File: src/hw/rtl/clc_pkg.sv
// ----------------------------------------------------------------------------
// Card number check package
// Widths, pipeline sizes and result codes of the Luhn card number checker.
// ----------------------------------------------------------------------------
package clc_pkg;

    localparam int CARD_WIDTH     = 54;
    localparam int BCD_DIGITS     = 17;
    localparam int DIGIT_WIDTH    = 4;
    localparam int BCD_WIDTH      = BCD_DIGITS * DIGIT_WIDTH;
    localparam int CONV_WIDTH     = BCD_WIDTH + CARD_WIDTH;
    localparam int BITS_PER_STAGE = 6;
    localparam int CONV_STAGES    = CARD_WIDTH / BITS_PER_STAGE;
    localparam int COUNT_WIDTH    = 5;
    localparam int SUM_WIDTH      = 7;
    localparam int TOTAL_WIDTH    = 8;
    localparam int MAX_DIGITS     = 16;

    localparam int LEN_SHORT  = 13;
    localparam int LEN_MEDIUM = 15;
    localparam int LEN_LONG   = 16;

    typedef logic [DIGIT_WIDTH-1:0] t_digit;
    typedef t_digit [BCD_DIGITS-1:0] t_bcd;

    typedef enum logic [1:0] {
        VERDICT_INVALID    = 2'd0,
        VERDICT_AMEX       = 2'd1,
        VERDICT_VISA       = 2'd2,
        VERDICT_MASTERCARD = 2'd3
    } t_verdict;

endpackage

File: src/hw/rtl/card_number_luhn_check.sv
// ----------------------------------------------------------------------------
// Luhn card number checker
// Converts a binary card number to decimal, counts its digits, runs the
// Luhn mod-10 check; a valid card is branded from its two leading digits.
// ----------------------------------------------------------------------------
// The request channel carries one card number (i_card_number) under
// i_in_valid / o_in_ready; the result channel carries o_verdict,
// o_digit_count and o_checksum_ok under o_out_valid / i_out_ready.
// Each request yields exactly one result, in order.
// A request accepted at a clock edge passes through one input register,
// nine binary-to-decimal stages of six bits each, one digit-summing stage
// and the result register before its result shows.
// Throughput is one request per cycle while the receiver takes results.
// When the receiver stalls with a result waiting, the whole pipeline holds
// and o_in_ready drops; it rises again in the cycle the result is taken.
// A synchronous reset (i_rst_n low) empties the pipeline; no result is
// shown until new requests have passed through it.
// ----------------------------------------------------------------------------
module card_number_luhn_check #(
    parameter int MAX_DIGITS = clc_pkg::MAX_DIGITS
) (
    input  logic                          i_clk,
    input  logic                          i_rst_n,
    input  logic                          i_in_valid,
    output logic                          o_in_ready,
    input  logic [clc_pkg::CARD_WIDTH-1:0] i_card_number,
    output logic                          o_out_valid,
    input  logic                          i_out_ready,
    output logic [1:0]                    o_verdict,
    output logic [clc_pkg::COUNT_WIDTH-1:0] o_digit_count,
    output logic                          o_checksum_ok
);

    localparam int Stages = clc_pkg::CONV_STAGES;
    localparam int CardW  = clc_pkg::CARD_WIDTH;
    localparam int ConvW  = clc_pkg::CONV_WIDTH;
    localparam int Digits = clc_pkg::BCD_DIGITS;
    localparam int DigW   = clc_pkg::DIGIT_WIDTH;
    localparam int CntW   = clc_pkg::COUNT_WIDTH;
    localparam int SumW   = clc_pkg::SUM_WIDTH;
    localparam int TotW   = clc_pkg::TOTAL_WIDTH;
    localparam int Half   = (Digits + 1) / 2;

    function automatic logic [ConvW-1:0] dabble_steps(input logic [ConvW-1:0] v);
        logic [ConvW-1:0] s;
        s = v;
        for (int st = 0; st < clc_pkg::BITS_PER_STAGE; st++) begin
            for (int d = 0; d < Digits; d++) begin
                if (s[CardW + DigW*d +: DigW] >= DigW'(5)) begin
                    s[CardW + DigW*d +: DigW] = s[CardW + DigW*d +: DigW] + DigW'(3);
                end
            end
            s = s << 1;
        end
        return s;
    endfunction

    function automatic clc_pkg::t_digit luhn_map(input clc_pkg::t_digit d, input logic dbl);
        logic [DigW:0] twice;
        twice = {d, 1'b0};
        if (!dbl) begin
            return d;
        end else if (twice >= (DigW+1)'(10)) begin
            return DigW'(twice - (DigW+1)'(9));
        end else begin
            return DigW'(twice);
        end
    endfunction

    function automatic logic is_mult_of_ten(input logic [TotW-1:0] x);
        logic hit;
        hit = 1'b0;
        for (int k = 0; k * 10 < (1 << TotW); k++) begin
            if (x == TotW'(k * 10)) begin
                hit = 1'b1;
            end
        end
        return hit;
    endfunction

    function automatic clc_pkg::t_verdict brand_of(input clc_pkg::t_digit hi,
                                                   input clc_pkg::t_digit lo);
        priority if (hi == DigW'(3) && (lo == DigW'(4) || lo == DigW'(7))) begin
            return clc_pkg::VERDICT_AMEX;
        end else if (hi == DigW'(4)) begin
            return clc_pkg::VERDICT_VISA;
        end else if (hi == DigW'(5) && lo >= DigW'(1) && lo <= DigW'(5)) begin
            return clc_pkg::VERDICT_MASTERCARD;
        end else begin
            return clc_pkg::VERDICT_INVALID;
        end
    endfunction

    logic             w_advance;
    logic             r_in_valid;
    logic [CardW-1:0] r_card;
    logic             r_cv_valid [Stages];
    logic [ConvW-1:0] r_cv       [Stages];
    logic [ConvW-1:0] n_cv       [Stages];

    clc_pkg::t_bcd    w_bcd;
    logic [SumW-1:0]  n_sum_lo, n_sum_hi;
    logic [CntW-1:0]  n_count;
    clc_pkg::t_digit  n_lead_hi, n_lead_lo;

    logic             r_lu_valid;
    logic [SumW-1:0]  r_sum_lo, r_sum_hi;
    logic [CntW-1:0]  r_count;
    clc_pkg::t_digit  r_lead_hi, r_lead_lo;

    logic [TotW-1:0]   w_total;
    logic              n_checksum_ok;
    logic              w_len_ok;
    clc_pkg::t_verdict n_verdict;

    logic              r_out_valid;
    clc_pkg::t_verdict r_verdict;
    logic [CntW-1:0]   r_digit_count;
    logic              r_checksum_ok;

    assign w_advance  = ~r_out_valid | i_out_ready;
    assign o_in_ready = w_advance;

    always_ff @(posedge i_clk) begin
        if (!i_rst_n) begin
            r_in_valid <= 1'b0;
        end else if (w_advance) begin
            r_in_valid <= i_in_valid;
        end
    end

    always_ff @(posedge i_clk) begin
        if (w_advance) begin
            r_card <= i_card_number;
        end
    end

    for (genvar k = 0; k < Stages; k++) begin : g_conv
        if (k == 0) begin : g_first
            assign n_cv[k] = dabble_steps({{clc_pkg::BCD_WIDTH{1'b0}}, r_card});
            always_ff @(posedge i_clk) begin
                if (!i_rst_n) begin
                    r_cv_valid[k] <= 1'b0;
                end else if (w_advance) begin
                    r_cv_valid[k] <= r_in_valid;
                end
            end
        end else begin : g_rest
            assign n_cv[k] = dabble_steps(r_cv[k-1]);
            always_ff @(posedge i_clk) begin
                if (!i_rst_n) begin
                    r_cv_valid[k] <= 1'b0;
                end else if (w_advance) begin
                    r_cv_valid[k] <= r_cv_valid[k-1];
                end
            end
        end
        always_ff @(posedge i_clk) begin
            if (w_advance) begin
                r_cv[k] <= n_cv[k];
            end
        end
    end

    assign w_bcd = clc_pkg::t_bcd'(r_cv[Stages-1][ConvW-1:CardW]);

    always_comb begin
        n_sum_lo  = '0;
        n_sum_hi  = '0;
        n_count   = '0;
        n_lead_hi = '0;
        n_lead_lo = '0;
        for (int d = 0; d < Digits; d++) begin
            if (d < Half) begin
                n_sum_lo = n_sum_lo + SumW'(luhn_map(w_bcd[d], d % 2 == 1));
            end else begin
                n_sum_hi = n_sum_hi + SumW'(luhn_map(w_bcd[d], d % 2 == 1));
            end
            if (w_bcd[d] != '0) begin
                n_count   = CntW'(d + 1);
                n_lead_hi = w_bcd[d];
                n_lead_lo = (d > 0) ? w_bcd[(d > 0) ? d - 1 : 0] : '0;
            end
        end
    end

    always_ff @(posedge i_clk) begin
        if (!i_rst_n) begin
            r_lu_valid <= 1'b0;
        end else if (w_advance) begin
            r_lu_valid <= r_cv_valid[Stages-1];
        end
    end

    always_ff @(posedge i_clk) begin
        if (w_advance) begin
            r_sum_lo  <= n_sum_lo;
            r_sum_hi  <= n_sum_hi;
            r_count   <= n_count;
            r_lead_hi <= n_lead_hi;
            r_lead_lo <= n_lead_lo;
        end
    end

    assign w_total       = TotW'(r_sum_lo) + TotW'(r_sum_hi);
    assign n_checksum_ok = is_mult_of_ten(w_total) && (r_count <= CntW'(MAX_DIGITS));
    assign w_len_ok      = (r_count == CntW'(clc_pkg::LEN_SHORT))
                        || (r_count == CntW'(clc_pkg::LEN_MEDIUM))
                        || (r_count == CntW'(clc_pkg::LEN_LONG));
    assign n_verdict     = (w_len_ok && n_checksum_ok) ? brand_of(r_lead_hi, r_lead_lo)
                                                       : clc_pkg::VERDICT_INVALID;

    always_ff @(posedge i_clk) begin
        if (!i_rst_n) begin
            r_out_valid <= 1'b0;
        end else if (w_advance) begin
            r_out_valid <= r_lu_valid;
        end
    end

    always_ff @(posedge i_clk) begin
        if (w_advance) begin
            r_verdict     <= n_verdict;
            r_digit_count <= r_count;
            r_checksum_ok <= n_checksum_ok;
        end
    end

    assign o_out_valid   = r_out_valid;
    assign o_verdict     = r_verdict;
    assign o_digit_count = r_digit_count;
    assign o_checksum_ok = r_checksum_ok;

endmodule

File: config.mk
export PLATFORM = sky130hd
export DESIGN_NAME = card_number_luhn_check
export DESIGN_NICKNAME = d
export VERILOG_FILES = /design/src/hw/rtl/clc_pkg.sv /design/src/hw/rtl/card_number_luhn_check.sv
export SDC_FILE = /design/constraint.sdc
export NUM_CORES = 2
export LEC_CHECK = 0
export ABC_CLOCK_PERIOD_IN_PS = 35100
export BUFFER_PORTS_ARGS = -buffer_cell sky130_fd_sc_hd__buf_2
export CAP_MARGIN = 20
export CORE_ASPECT_RATIO = 0.9
export CORE_MARGIN = 2
export CORE_UTILIZATION = 35
export CTS_BUF_LIST = sky130_fd_sc_hd__clkbuf_16
export CTS_CLUSTER_DIAMETER = 30
export CTS_CLUSTER_SIZE = 12
export DETAILED_ROUTE_END_ITERATION = 10
export PLACE_DENSITY = 0.47
export SYNTH_ARGS = -nofsm -noshare
export SYNTH_HDL_FRONTEND = slang
export SYNTH_SLANG_ARGS = --single-unit
File: constraint.sdc
create_clock -name i_clk -period 35.1 [get_ports i_clk]
set_clock_uncertainty 0.2 [all_clocks]
set_input_delay 5.265 -clock i_clk [delete_from_list [all_inputs] [get_ports i_clk]]
set_output_delay 5.265 -clock i_clk [all_outputs]
set_load 0.005 [all_outputs]
==> flow_metrics.tcl <==
set metrics [dict create \
    ys_seq_elements 665 \
    r2r-end "r_cv[0][1010]" \
    first_pass_iters 8 \
    fin_crit_sh 0.337 \
    hold_viol 0 \
    routedWlPerCell_um 12.8 \
    period_minus_slack_ns 11.85 \
    root_buffer "clkbuf_16" \
    grt_pass1_wl_mm 277 \
    finalSetupViolations 0 \
    fin_tns_setup_ns 0 \
    grt_pass1_vias 62500 \
    path_class "in2out" \
    place.gp.congestion 0.821 \
    pre_cts_slack_ns 23.20 \
    drtIter0Drc 2469 \
    final_cells 12300 \
    postCtsSetupBuffers 0 \
    whs_endpoint "r_cv[0][272]" \
    hpwl_mm 123 \
    placed_cell_area_mm2 0.0839 \
    ff2ff_path_depth 34 \
    antenna_found_initial 1 \
    cp-end-kind "primary output" \
    fp.dieW_um 508 \
    area_delta_synth_final_pct 12.1 \
    core_area_mm2 0.227 \
    cts_hold_buf 0 \
    slew_headroom 0.303 \
    holdPathStages 0 \
    ioPinCount 68 \
    synth_edf_count 661 \
    fmax_mhz 84.4 \
    rows 166 \
    yosysWarnings 0 \
    via_per_inst 5.09 \
    clk_pin_slew_ns 0.05 \
    grtUsageTotal 0.134 \
    synthCells 8980 \
    dp.cells 12000 \
    clkLatencyLatePin_ns 0.84 \
    final_nets 10300 \
    tightest_slew_ns 1.05 \
    syn_nets 10100 \
    reg2reg_slack_ns 27.05 \
    avgSynthCellArea_um2 8.90 \
    drive_gt1_frac 0.100 \
    synth.distinct_cells 129 \
    slew_violations 0 \
    grt_setup_unrepaired "no" \
    layout_setup_ws_ns 23.25 \
    ant_nets 0 \
    grt_max_degree 82 \
    status "completed" \
    cts.sinks 665 \
    critPathMaxFanout 53 \
    hold_class "reg2reg" \
    r2r_start "r_cv[0][892]" \
    die_y_um 457 \
    num_vias 62800 \
    cap_violations 0 \
    ys.flop_type "edfxtp_1" \
    start_util 0.352 \
    arrival_ns 6.38 \
    dieArea_mm2 0.232 \
    overflow 0 \
    cts-resized-gates 0 \
    tritoncts "yes" \
    numCtsBuffers 182 \
    critPathLaunchType "input pin" \
    cts_buffer_depth 4 \
    final_area_mm2 0.0896 \
    yosysSeqAreaShare 0.249 \
    drc 0 \
    synth_area_mm2 0.0799 \
    routed_wl_mm 158 \
    cts.htree.levels 4 \
    ys_async_sr_fraction 0 \
    min-delay-start "r_cv[0][150]" \
    critPathRequiredTime_ns 29.63 \
    port_buffers 67 \
]
layer usage:
| layer | global-route usage | vias up | part of all wire |
|---|---|---|---|
| met5 | 0 | - | 0 |
| met4 | 0.0362 | 0 | 0.021 |
| met3 | 0.0182 | 214 | 0.024 |
| met2 | 0.247 | 496 | 0.49 |
| met1 | 0.160 | 29200 | 0.46 |
| li1 | - | 32900 | - |
synthesized netlist by cell type, types with 117 or more instances:
cell type  count  area [µm²]
o21ai_1      117         586
nand2_1      588        2210
mux2i_1      584        5850
inv_1       1036        3890
a21oi_1      521        2610
nand2b_1     420        2630
nor2_1       536        2010
xnor2_1      371        3250
nor2b_1      236        1480
edfxtp_1     661       19800
a211oi_1     118         886
nor3_1       133         666
ha_1         968       12100
o21ai_0      350        1750
mux2_2       292        3290
a21o_1       127         953
cells in the final DEF (no fill, tap or decap), types with 33 or more instances in the layout:
master     count
a211o_1       65
a211oi_1     118
a21boi_0      48
a21boi_1      34
a21o_1       127
a21oi_1      521
a22oi_1       34
a31oi_1       49
and2_1        74
and3_1        76
buf_2         67
clkbuf_16    183
edfxtp_1     661
fa_1          50
ha_1         968
inv_1       1062
inv_2         36
mux2_2       292
mux2i_1      584
nand2_1      588
nand2b_1     420
nand3_1      113
nor2_1       536
nor2b_1      236
nor3_1       133
nor3b_1       81
o2111ai_1     33
o211ai_1      98
o21a_1       105
o21ai_0      350
o21ai_1      117
o21bai_1      46
o22ai_1       55
or2_2         34
or3_1         39
xnor2_1      371
xor2_1        65
kinds of logic (layout without fill, tap and decap cells):
| family | Yosys count | after routing | synth area share |
|---|---|---|---|
| compound gates | 2311 | 2311 | 0.202 |
| buf+inv | 1135 | 1473 | 0.0537 |
| xor+xnor | 442 | 442 | 0.0490 |
| simple gates | 2501 | 2501 | 0.162 |
| mux | 908 | 908 | 0.120 |
| other cells | 0 | 2 | 0 |
| fa+ha+maj | 1018 | 1018 | 0.164 |
| flops | 665 | 665 | 0.249 |
sequential cells by signal (all words and copies together), names as in the netlist:
signal,count
r_cv,564
r_in_valid,1
o_checksum_ok,1
r_lu_valid,1
o_out_valid,1
r_count,5
o_verdict,2
r_lead_hi,4
r_cv_valid,9
o_digit_count,5
r_sum_hi,7
r_lead_lo,4
r_card,54
r_sum_lo,7
how the worst max path moves through the flow:
stage                     slack [ns]  depth (start not counted)    endpoint   startpoint
final                          23.25                          4  o_in_ready  i_out_ready
after global routing           23.15                          4  o_in_ready  i_out_ready
after floorplan                 6.42                          3  o_in_ready  i_out_ready
after CTS                      23.20                          4  o_in_ready  i_out_ready
after detailed placement       23.20                          4  o_in_ready  i_out_ready
after global placement         23.24                          4  o_in_ready  i_out_ready
metrics by stage:
step / hold WS (ns) / utilization
floorplan: 0.200 / -
global placement: 0.201 / 0.369
detailed placement: 0.205 / 0.369
CTS: 0.207 / 0.394
global route: 0.217 / 0.394
finish: 0.208 / 0.394
final cells by class:
type,instances,area (µm²)
Inverter,1073,4040
Clock buffer,183,4580
Tap cell,3024,3780
Timing Repair Buffer,81,437
Multi-Input combinational cell,7180,55700
Fill cell,22400,138000
Clock inverter,136,1110
Sequential cell,665,19900
Antenna cell,2,5.00
critical path, cell delays in order:
cell,delay [ns]
buf_2,0.09
nor2b_1,0.50
inv_8,0.27
buf_2,0.24
Power is left out: the tool's default activity adds up to more than one toggle a clock period on the data nets, which glitch-free logic cannot reach.
